`src/rtl/llprc_pkg.sv`:
```
package llprc_pkg;

    localparam int PALETTE_SIZE = 256;
    localparam int PAL_AW       = (PALETTE_SIZE > 1) ? $clog2(PALETTE_SIZE) : 1;
    localparam int DIST_W       = 18;
    localparam logic [8:0] COUNT_MAX = 9'd256;

    typedef enum logic {
        CMD_LOAD  = 1'b0,
        CMD_CHECK = 1'b1
    } command_t;

    typedef struct packed {
        logic       command;
        logic [7:0] entry_index;
        logic [7:0] red;
        logic [7:0] green;
        logic [7:0] blue;
        logic [4:0] level;
        logic [7:0] expected_index;
        logic       end_of_level;
    } item_beat_t;

    typedef struct packed {
        logic [7:0] nearest_index;
        logic       mismatch;
        logic [8:0] mismatch_total;
        logic       level_done;
    } result_beat_t;

    typedef enum logic [2:0] {
        S_IDLE,
        S_DARK,
        S_SCAN,
        S_DRAIN,
        S_DONE
    } ctrl_state_t;

    typedef struct packed {
        logic load_wr;
        logic fetch;
        logic dark_en;
        logic scan_rd;
        logic result_en;
    } ctrl_cmd_t;

    typedef struct packed {
        logic pipe_busy;
        logic scan_last;
        logic out_free;
    } ctrl_sts_t;

endpackage

```
`src/rtl/llprc_ctrl.sv`:
```
module llprc_ctrl
    import llprc_pkg::*;
(
    input  logic      clk,
    input  logic      rst_n,
    input  logic      item_valid,
    input  logic      item_command,
    output logic      item_ready,
    input  ctrl_sts_t sts,
    output ctrl_cmd_t cmd
);

    ctrl_state_t state_reg;
    ctrl_state_t state_next;
    logic        accept;

    assign accept = item_valid && item_ready;

    always_ff @(posedge clk or negedge rst_n)
    begin
        if (!rst_n)
        begin
            state_reg <= S_IDLE;
        end
        else
        begin
            state_reg <= state_next;
        end
    end

    always_comb
    begin
        state_next = state_reg;
        unique case (state_reg)
            S_IDLE:
            begin
                if (accept && (item_command == CMD_CHECK))
                begin
                    state_next = S_DARK;
                end
            end
            S_DARK:
            begin
                state_next = S_SCAN;
            end
            S_SCAN:
            begin
                if (sts.scan_last)
                begin
                    state_next = S_DRAIN;
                end
            end
            S_DRAIN:
            begin
                if (!sts.pipe_busy)
                begin
                    state_next = S_DONE;
                end
            end
            S_DONE:
            begin
                if (sts.out_free)
                begin
                    state_next = S_IDLE;
                end
            end
            default:
            begin
                state_next = S_IDLE;
            end
        endcase
    end

    always_comb
    begin
        item_ready    = 1'b0;
        cmd           = '0;
        unique case (state_reg)
            S_IDLE:
            begin
                item_ready  = 1'b1;
                cmd.load_wr = item_valid && (item_command == CMD_LOAD);
                cmd.fetch   = item_valid && (item_command == CMD_CHECK);
            end
            S_DARK:
            begin
                cmd.dark_en = 1'b1;
            end
            S_SCAN:
            begin
                cmd.scan_rd = 1'b1;
            end
            S_DRAIN:
            begin
                cmd = '0;
            end
            S_DONE:
            begin
                cmd.result_en = sts.out_free;
            end
            default:
            begin
                cmd = '0;
            end
        endcase
    end

endmodule

```
`config.mk`:
```
export PLATFORM = sky130hd
export DESIGN_NAME = llprc_ctrl
export DESIGN_NICKNAME = d
export VERILOG_FILES = /design/src/rtl/llprc_pkg.sv /design/src/rtl/llprc_ctrl.sv
export SDC_FILE = /design/constraint.sdc
export NUM_CORES = 1
export LEC_CHECK = 0
export BUFFER_PORTS_ARGS = -buffer_cell sky130_fd_sc_hd__buf_2
export CAP_MARGIN = 25
export CORE_AREA = 5 5 42 44
export CTS_CLUSTER_DIAMETER = 30
export DETAILED_ROUTE_END_ITERATION = 12
export DIE_AREA = 0 0 47 49
export PLACE_DENSITY = 0.41
export SYNTH_ARGS = -nofsm -noshare
export SYNTH_HDL_FRONTEND = slang
export SYNTH_SLANG_ARGS = --single-unit
```
`constraint.sdc`:
```
create_clock -name clk -period 1.6 [get_ports clk]
set_clock_uncertainty 0.1 [all_clocks]
set_input_delay 0.16 -clock clk [delete_from_list [all_inputs] [get_ports clk]]
set_output_delay 0.16 -clock clk [all_outputs]
set_load 0.01 [all_outputs]
```
==> results of run 1 <==
==> routing by layer <==
| layer | routed length (um) | share of wire | GRT usage | vias to the layer above |
|---|---|---|---|---|
| met5 | 0 | 0 | 0 | - |
| met4 | 0 | 0 | 0 | 0 |
| met3 | 117 | 0.23 | 0.0738 | 0 |
| met2 | 140 | 0.27 | 0.0498 | 16 |
| met1 | 261 | 0.50 | 0.0883 | 89 |
| li1 | - | - | - | 109 |
==> timing repair <==
item | CTS | global route
resized for setup | 0 | 1
setup buffers | 0 | 0
endpoints found under the hold margin | 3 | 0
hold buffers | 1 | 0
endpoints found under the setup margin | 0 | 2
==> metrics by stage <==
stage          worst slack, ns  utilization  hold slack (ns)  power [W]  cell area, sq um
5_1_grt                 0.0165        0.219            0.113   0.000582               307
2_1_floorplan            0.277            -           -0.236   0.000289               185
3_5_place_dp             0.327        0.189           -0.142   0.000376               265
6_report                 0.128        0.219            0.114   0.000516               307
3_3_place_gp             0.346        0.189           -0.142   0.000381               265
4_1_cts                 0.0508        0.215            0.104   0.000519               302
==> final timing paths <==
path,startpoint,end,depth (start not counted)
hold / removal,sts[2],state_reg[0],3
max in group asynchronous,rst_n,state_reg[2],2
min in group asynchronous,rst_n,state_reg[1],2
setup reg to reg,state_reg[0],state_reg[2],2
hold reg to reg,state_reg[2],state_reg[1],1
setup / recovery,state_reg[0],cmd[4],3
==> final cells by class <==
type	instances	area [sq um]	share of cell area
clock buffers	4	26.3	0.0857
multi-input cells	17	115	0.376
flip-flops and latches	3	75.1	0.245
well taps	16	20.0	0.0653
repair buffers	13	70.1	0.229
==> cell families (layout without fill, tap and decap cells) <==
family,after synthesis,after routing,synth area share
simple gates,14,14,0.493
compound gates,3,3,0.101
flops,3,3,0.405
buf+inv,0,17,0
==> synthesized netlist by cell type <==
master	n	area, sq um
sky130_fd_sc_hd__and3b_2	1	10.0
sky130_fd_sc_hd__o21ai_0	1	5.00
sky130_fd_sc_hd__or2b_1	1	7.51
sky130_fd_sc_hd__nor2_1	2	7.51
sky130_fd_sc_hd__dfrtp_1	3	75.1
sky130_fd_sc_hd__nor3_1	2	10.0
sky130_fd_sc_hd__nand2b_1	1	6.26
sky130_fd_sc_hd__a221oi_1	1	8.76
sky130_fd_sc_hd__nand2_1	1	3.75
sky130_fd_sc_hd__and3b_1	1	8.76
sky130_fd_sc_hd__nor3b_1	1	7.51
sky130_fd_sc_hd__or4b_1	1	10.0
sky130_fd_sc_hd__nand3b_1	1	7.51
sky130_fd_sc_hd__a21oi_1	1	5.00
sky130_fd_sc_hd__and3_1	2	12.5
==> where the power goes <==
| part | switching (W) | total (W) | internal [W] |
|---|---|---|---|
| combinational | 0.0000931 | 0.000200 | 0.000107 |
| clock | 0.0000398 | 0.000133 | 0.0000935 |
| sequential | 0.0000722 | 0.000183 | 0.000111 |
==> worst max-delay path: stages, from the launching register on <==
cell and delay [ns]:
sky130_fd_sc_hd__dfrtp_1 0.46, sky130_fd_sc_hd__nor3_2 0.22, sky130_fd_sc_hd__and3b_1 0.18, sky130_fd_sc_hd__buf_2 0.12
==> parameters.txt, run 1 <==
Parameter                              Value

CTS
  Root buffer selected by CTS    sky130_fd_sc_hd__clkbuf_4
  CTS tree    done
  CTS H-tree lvls    1
  Clock network latency to the later pin of the worst-skew pair    roughly 0.23 ns
  Num CTS Buffers    3
  Clock sink count    3
  Clock transition at the registers of the reported paths    approximately 0.040 ns
  Maximum clock insertion buffer count    2

Floorplan
  Io pins    13
  Width of the die    around 47 um
  Initial cell density of the core    0.132
  Height of the die    ~49 um
  Overall die area    0.00230 sq mm
  Core region area    approximately 0.0014 sq mm
  Total number of placement rows    14

Power
  Peak VDD IR    roughly 0.7 mV
  Pwr Density    approximately 1700 mW/mm^2
  Total leakage power    between 0.15 and 0.2 nW

Route
  Per-cell via count in the routed design    4.04
  Number of design-rule violations left by the first detailed-router iteration    3
  Detailed-router iteration count before antenna repair    3
  Via total after detailed routing    214
  Mean routed wirelength per cell    ~9.8 um
  Number of nets with antenna violations after detailed routing    0
  DRC viols    0
  Overall routed net length    518 um

Final layout
  Number of nets in the final layout    45
  Syn-to-layout area delta    65.5%
  Most frequent standard cell in the layout excluding fill and tap cells    sky130_fd_sc_hd__buf_2
  Proportion of layout cells with a drive suffix above 1    0.459
  Number of diodes added for antenna fixing    0
  Commonest non-fill, non-tap cells in the layout    sky130_fd_sc_hd__buf_2 (12), sky130_fd_sc_hd__clkbuf_4 (3), sky130_fd_sc_hd__dfrtp_1 (3), sky130_fd_sc_hd__nor2_1 (2), sky130_fd_sc_hd__and3_1 (2)
  Post-Layout Cell Count    53
  Flip-flop count of the largest register, all copies and words added    3
  Filler cell count    between 150 and 200

Place
  Post-detail-place hpwl    just under 400 um
  Number of cells after detailed placement    48
  Final Wtd Congestion    about 0.57
  Count of buffers inserted at the top-level ports    12

Timing
  Number of pins with negative max-slew slack in the final report    0
  Part of the cycle the worst path needs    0.920
  Tmin final    1.47 ns
  Sum of negative setup slack    0 ns
  Finish-stage setup viols    0
  Number of endpoints with negative hold slack in the final report    0
  Transition at the pin with the smallest max-transition slack    about 0.26 ns
  Headroom to the max-slew limit    0.825
  Setup repair after global routing missed its margin    false
  Max Freq    just under 700 MHz

Synth
  Cell area after synthesis    approximately 190 sq um
  Sequential share of the synthesized area    0.405
  Total nets after synthesis    27
  Synthesized flop and latch total    3
  Yosys Warn Count    0
  Number of distinct library cell variants in the gate-level netlist after synthesis    15
  Gate Count Post-Synth    20
  Mapped Avg Cell Area    between 9 and 10 sq um

Critical path
  Register-to-Register Setup Slack    around 0.33 ns
  Crit path kind    register to output port
  Critical path endpoint category    output port
  Sort of element at the start of the critical path    register
  CP Data Arrival Time    roughly 1.2 ns
  Crit Path Max Fanout    9
  Required time at the worst-slack endpoint    1.34 ns

Global routing
  Aggregate global-route resource usage    0.0578
  Global-route wire length before repair    around 910 um
  Vias in the first global route    about 210
  Initial antenna violation count    0
  Global-route congestion overflow total    0
  Largest net degree at the start of global routing    10

Run status
  Run status    completed

Run
  Number of max-cap violations    0

Hold path
  Class of the tightest hold or removal check    primary input to register
Note: power is estimated with default switching activity, not from simulation.
==> inputs of run 2 (changes only) <==
--- a/config.mk
+++ b/config.mk
@@ -11,7 +11,7 @@
 export CTS_CLUSTER_DIAMETER = 30
 export DETAILED_ROUTE_END_ITERATION = 12
 export DIE_AREA = 0 0 47 49
-export PLACE_DENSITY = 0.41
+export PLACE_DENSITY_LB_ADDON = 0.2
 export SYNTH_ARGS = -nofsm -noshare
 export SYNTH_HDL_FRONTEND = slang
 export SYNTH_SLANG_ARGS = --single-unit
==> parameters.txt, run 2 (synthesis results as in run 1) <==
Parameter                              Value

Floorplan
  Height of the die    49 um (unchanged)
  Total number of placement rows    14 (unchanged)
  Core region area    0.00140 sq mm (unchanged)
  Initial cell density of the core    0.132 (unchanged)
  Width of the die    47 um (unchanged)
  Overall die area    0.00230 sq mm (unchanged)
  Io pins    13 (unchanged)

Place
  Placement-stage worst setup slack    0.258 ns (-0.0694 ns)
  Post-detail-place hpwl    439 um (+13%)
  Count of buffers inserted at the top-level ports    12 (unchanged)
  Final Wtd Congestion    0.708 (+25%)
  Number of cells after detailed placement    48 (unchanged)

Power
  Net switching power figure    0.000207 W (+1.1%)
  Switching power as a share of total power    0.400 (+0.00273)
  Relative contribution of sequential cells to total power    0.353 (about the same)
  Internal power consumption    0.000311 W (about the same)
  Total leakage power    0.163 nW (unchanged)
  Peak VDD IR    0.408 mV (-40%)
  Combinational power share    0.391 (+0.004)
  Clock network fraction of design power    0.256 (-0.002)
  Pwr Density    1690 mW/mm^2 (+0.45%)

Critical path
  Sort of element at the start of the critical path    register
  Sequence of cells on the critical path    nor3_2, and3b_1, buf_2
  CP Data Arrival Time    1.23 ns (+0.02 ns)
  Critical path endpoint category    output port
  Family with the most delay on the worst path    flip-flops
  Required time at the worst-slack endpoint    1.34 ns (about the same)
  Crit path kind    register to output port
  CP max-delay cell    sky130_fd_sc_hd__dfrtp_1
  Worst path bufs/invs    1 (unchanged)
  Slowest stage delay, CP    0.45 ns (about the same)
  Crit Path Max Fanout    9 (unchanged)

Route
  Met2 routed wirelength    266 um (+90%)
  Length of routed wiring on met1    240 um (-8.0%)
  Via total after detailed routing    214 (unchanged)
  Number of nets with antenna violations after detailed routing    0 (unchanged)
  Detailed-router iteration count before antenna repair    4 (+1)
  Number of design-rule violations left by the first detailed-router iteration    3 (unchanged)
  DRC viols    0 (unchanged)
  Top routing layer used    met3
  Per-cell via count in the routed design    4.04 (unchanged)
  Overall routed net length    544 um (+5.0%)
  Total met3 wirelength after detailed routing    37 um (-68%)
  Mean routed wirelength per cell    10.3 um (+5.0%)

Final layout
  Most frequent standard cell in the layout excluding fill and tap cells    sky130_fd_sc_hd__buf_2
  Number of diodes added for antenna fixing    0 (unchanged)
  Flip-flop count of the largest register, all copies and words added    3 (unchanged)
  Proportion of layout cells with a drive suffix above 1    0.459 (unchanged)
  Syn-to-layout area delta    65.5% (unchanged)
  Post-Layout Cell Count    53 (unchanged)
  Number of nets in the final layout    45 (unchanged)
  Post-Route Utilization    0.219 (unchanged)
  Commonest non-fill, non-tap cells in the layout    sky130_fd_sc_hd__buf_2 (12), sky130_fd_sc_hd__clkbuf_4 (3), sky130_fd_sc_hd__dfrtp_1 (3), sky130_fd_sc_hd__nor2_1 (2), sky130_fd_sc_hd__and3_1 (2)

CTS
  Num CTS Buffers    3 (unchanged)
  Root buffer selected by CTS    sky130_fd_sc_hd__clkbuf_4
  CTS H-tree lvls    1 (unchanged)
  Clock sink count    3 (unchanged)
  Post-CTS Setup Repair Bufs    0 (unchanged)
  Clock network latency to the later pin of the worst-skew pair    0.23 ns (about the same)
  CTS tree    done
  Clock transition at the registers of the reported paths    0.04 ns (about the same)
  Maximum clock insertion buffer count    2 (unchanged)

Global routing
  Global-route congestion overflow total    0 (unchanged)
  Vias in the first global route    252 (+22%)
  Aggregate global-route resource usage    0.0606 (+0.00282)
  Global-route wire length before repair    972 um (+6.8%)
  Initial antenna violation count    0 (unchanged)
  Largest net degree at the start of global routing    10 (unchanged)

Timing
  Final setup margin    0.113 ns (-0.0149 ns)
  Hold WS    0.108 ns (-0.00596 ns)
  Transition at the pin with the smallest max-transition slack    0.275 ns (+0.0125 ns)
  Headroom to the max-slew limit    0.817 (-0.00832)
  Max Freq    673 MHz (-1.0%)
  Tmin final    1.49 ns (+0.0149 ns)
  Finish-stage setup viols    0 (unchanged)
  Sum of negative setup slack    0 ns (unchanged)
  Part of the cycle the worst path needs    0.929 (+0.00929)
  Setup repair after global routing missed its margin    false
  Number of endpoints with negative hold slack in the final report    0 (unchanged)
  Number of pins with negative max-slew slack in the final report    0 (unchanged)

Hold path
  Class of the tightest hold or removal check    primary input to register

Run status
  Run status    completed

Run
  Number of max-cap violations    0 (unchanged)
## run 2: cell counts in the layout (fill, tap and decap cells not counted)
Identical to the previous run, type by type.
## run 2: layer usage
layer | global-route usage | vias to the layer above
met4 | 0.0691 | 0
met5 | 0 | -
li1 | - | 108
met3 | 0.0148 | 0
met2 | 0.0769 | 9
met1 | 0.0728 | 97
## run 2: timing repair
item | CTS | global route
hold buffers | 1 | 0
hold endpoints to repair | 3 | 0
setup endpoints to repair | 1 | 0
gates resized for setup | 1 | 0
## run 2: power by group through the flow
stage	combinational [W]	clock, W	sequential, W
after global routing	0.000232	0.000147	0.000197
after global placement	0.000201	0	0.000175
after CTS	0.000208	0.000138	0.000184
after floorplan	0.000131	0	0.000158
after detailed placement	0.000202	0	0.000180
final	0.000203	0.000132	0.000183
## run 2: cell type report
type                            count  area, sq um
Sequential cell                     3         75.1
Multi-Input combinational cell     17          115
Fill cell                         170         1090
Timing Repair Buffer               13         70.1
Tap cell                           16         20.0
Clock buffer                        4         26.3
## run 2: worst paths after layout
kind	startpoint	depth (start not counted)	to	slack [ns]
max	state_reg[0]	3	cmd[4]	0.11
max in group asynchronous	rst_n	2	state_reg[0]	1.13
min in group asynchronous	rst_n	2	state_reg[1]	0.16
min	sts[0]	3	state_reg[2]	0.11
min reg2reg	state_reg[2]	1	state_reg[1]	0.46
max reg2reg	state_reg[0]	2	state_reg[2]	0.35
## run 2: metrics by stage
step	total power (W)	instance area [sq um]
finish	0.000518	307
global route	0.000577	307
CTS	0.000530	307
detailed placement	0.000382	265
global placement	0.000376	265
floorplan	0.000289	185
## run 2: worst register-to-register path: stages, from the launching register on
cell and delay [ns]:
sky130_fd_sc_hd__dfrtp_1 0.45, sky130_fd_sc_hd__or4b_1 0.54, sky130_fd_sc_hd__o21ai_0 0.08
==> inputs of run 3 (changes only) <==
--- a/config.mk
+++ b/config.mk
@@ -5,12 +5,12 @@
 export SDC_FILE = /design/constraint.sdc
 export NUM_CORES = 1
 export LEC_CHECK = 0
-export BUFFER_PORTS_ARGS = -buffer_cell sky130_fd_sc_hd__buf_2
 export CAP_MARGIN = 25
 export CORE_AREA = 5 5 42 44
 export CTS_CLUSTER_DIAMETER = 30
 export DETAILED_ROUTE_END_ITERATION = 12
 export DIE_AREA = 0 0 47 49
+export DONT_BUFFER_PORTS = 1
 export PLACE_DENSITY_LB_ADDON = 0.2
 export SYNTH_ARGS = -nofsm -noshare
 export SYNTH_HDL_FRONTEND = slang
==> parameters.txt, run 3 (synthesis results as in run 1) <==
Parameter                              Value

CTS
  Post-CTS Setup Repair Bufs    0 (unchanged)
  Clock transition at the registers of the reported paths    0.04 ns (about the same)
  Clock sink count    3 (unchanged)
  Clock network latency to the later pin of the worst-skew pair    0.24 ns (about the same)
  Root buffer selected by CTS    sky130_fd_sc_hd__clkbuf_4
  CTS H-tree lvls    1 (unchanged)
  Maximum clock insertion buffer count    2 (unchanged)
  Num CTS Buffers    3 (unchanged)
  CTS tree    done

Final layout
  Flip-flop count of the largest register, all copies and words added    3 (unchanged)
  Filler cell count    170 (unchanged)
  Proportion of layout cells with a drive suffix above 1    0.222 (-0.237)
  Number of diodes added for antenna fixing    0 (unchanged)
  Number of nets in the final layout    35 (-22%)
  Syn-to-layout area delta    42.6%
  Commonest non-fill, non-tap cells in the layout    sky130_fd_sc_hd__clkbuf_4 (3), sky130_fd_sc_hd__dfrtp_1 (3), sky130_fd_sc_hd__nor2_1 (2), sky130_fd_sc_hd__and3_1 (2), sky130_fd_sc_hd__dlygate4sd3_1 (2)
  Post-Layout Cell Count    43 (-19%)

Floorplan
  Io pins    13 (unchanged)
  Core region area    0.00140 sq mm (unchanged)
  Initial cell density of the core    0.132 (unchanged)
  Height of the die    49 um (unchanged)
  Total number of placement rows    14 (unchanged)
  Overall die area    0.00230 sq mm (unchanged)
  Width of the die    47 um (unchanged)

Critical path
  Reg-to-reg critical path startpoint    state_reg[0]
  CP Data Arrival Time    1.16 ns (-0.07 ns)
  CP max-delay cell    sky130_fd_sc_hd__dfrtp_1
  Sort of element at the start of the critical path    register
  Crit path kind    register to output port
  Crit Path Max Fanout    9 (unchanged)
  Slowest stage delay, CP    0.45 ns (about the same)
  Length in cells of the worst reg-to-reg path    2 (unchanged)
  Family with the most delay on the worst path    simple AND/OR/NAND/NOR gates
  Reg-to-reg critical path endpoint    state_reg[2]
  Sequence of cells on the critical path    nor3_2, and3b_1
  Required time at the worst-slack endpoint    1.34 ns (about the same)
  Worst path bufs/invs    0 (-1)
  Critical path endpoint category    output port
  Register-to-Register Setup Slack    0.34 ns (about the same)

Timing
  Transition at the pin with the smallest max-transition slack    0.380 ns (+0.105 ns)
  Tmin final    1.42 ns (-0.0632 ns)
  Part of the cycle the worst path needs    0.890 (-0.0395)
  Setup repair after global routing missed its margin    false
  Headroom to the max-slew limit    0.746 (-0.0709)
  Number of pins with negative max-slew slack in the final report    0 (unchanged)
  Hold WS    0.0152 ns (-0.0923 ns)
  Number of endpoints with negative hold slack in the final report    0 (unchanged)
  Sum of negative setup slack    0 ns (unchanged)
  Max Freq    702 MHz (+4.4%)
  Finish-stage setup viols    0 (unchanged)

Route
  DRC viols    0 (unchanged)
  Per-cell via count in the routed design    4.70 (+16%)
  Via total after detailed routing    202 (-5.6%)
  Overall routed net length    517 um (-5.0%)
  Mean routed wirelength per cell    12.0 um (+17%)
  Detailed-router iteration count before antenna repair    2 (-2)
  Number of nets with antenna violations after detailed routing    0 (unchanged)
  Number of design-rule violations left by the first detailed-router iteration    2 (-1)

Global routing
  Global-route congestion overflow total    0 (unchanged)
  Aggregate global-route resource usage    0.0565 (-0.00419)
  Global-route wire length before repair    821 um (-16%)
  Vias in the first global route    203 (-19%)
  Initial antenna violation count    0 (unchanged)
  Largest net degree at the start of global routing    10 (unchanged)

Hold path
  Class of the tightest hold or removal check    primary input to register
  Hold path cells    2 (-1)
  Worst hold path endpoint    state_reg[0]
  Min-delay src    item_command

Place
  Final Wtd Congestion    0.642 (-9.4%)
  Number of cells after detailed placement    37 (-23%)
  Count of buffers inserted at the top-level ports    0 (-12)
  Post-detail-place hpwl    380 um (-13%)

Run
  Number of max-cap violations    0 (unchanged)

Power
  Pwr Density    1870 mW/mm^2 (+11%)
  Peak VDD IR    0.520 mV (+28%)
  Total leakage power    0.118 nW (-28%)

Run status
  Run status    completed
-- run 3: changes by cell type in the layout (fill, tap and decap cells not counted), sizes merged --
cell / change
buf: -11
dlygate4sd3: +1
-- run 3: power by group --
group	switching [W]	internal (W)
sequential	0.0000722	0.000110
clock	0.0000439	0.0000937
combinational	0.0000861	0.0000876
-- run 3: layout make-up --
cell class              instances  area (sq um)  area share
clock buffers                   4          26.3      0.0995
flip-flops and latches          3          75.1       0.284
well taps                      16          20.0      0.0758
multi-input cells              17           115       0.436
repair buffers                  3          27.5       0.104
-- run 3: timing repair --
| item | CTS | global route |
|---|---|---|
| endpoints found under the setup margin | 0 | 2 |
| hold endpoints to repair | 5 | 0 |
| resized for setup | 0 | 1 |
| hold buffers | 2 | 0 |
-- run 3: how the worst max path moves through the flow --
stage	startpoint	end	slack [ns]	depth (start not counted)
after detailed placement	state_reg[0]	cmd[4]	0.35	2
after CTS	state_reg[0]	cmd[4]	0.1	2
after global routing	state_reg[0]	cmd[4]	0.09	2
final	state_reg[0]	cmd[4]	0.18	2
after global placement	state_reg[2]	cmd[4]	0.35	2
after floorplan	state_reg[0]	cmd[4]	0.28	2
-- run 3: worst reg2reg max path: stages, from the launching register on --
cell                      delay, ns
sky130_fd_sc_hd__dfrtp_1       0.45
sky130_fd_sc_hd__or4b_1        0.54
sky130_fd_sc_hd__o21ai_0       0.08
-- run 3: stage by stage --
stage | total power [W] | area [sq um] | setup WS, ns | util
after CTS | 0.000495 | 259 | 0.0963 | 0.185
after floorplan | 0.000289 | 185 | 0.277 | -
after detailed placement | 0.000346 | 213 | 0.354 | 0.152
final | 0.000494 | 264 | 0.176 | 0.188
after global routing | 0.000544 | 264 | 0.0865 | 0.188
after global placement | 0.000342 | 213 | 0.352 | 0.152
-- run 3: per-layer routing --
metal | vias to the layer above | routed length (um) | track usage
met5 | - | 0 | 0
met4 | 0 | 39 | 0.0968
met3 | 4 | 35 | 0.0148
met2 | 13 | 207 | 0.0566
met1 | 95 | 234 | 0.0664
li1 | 90 | - | -
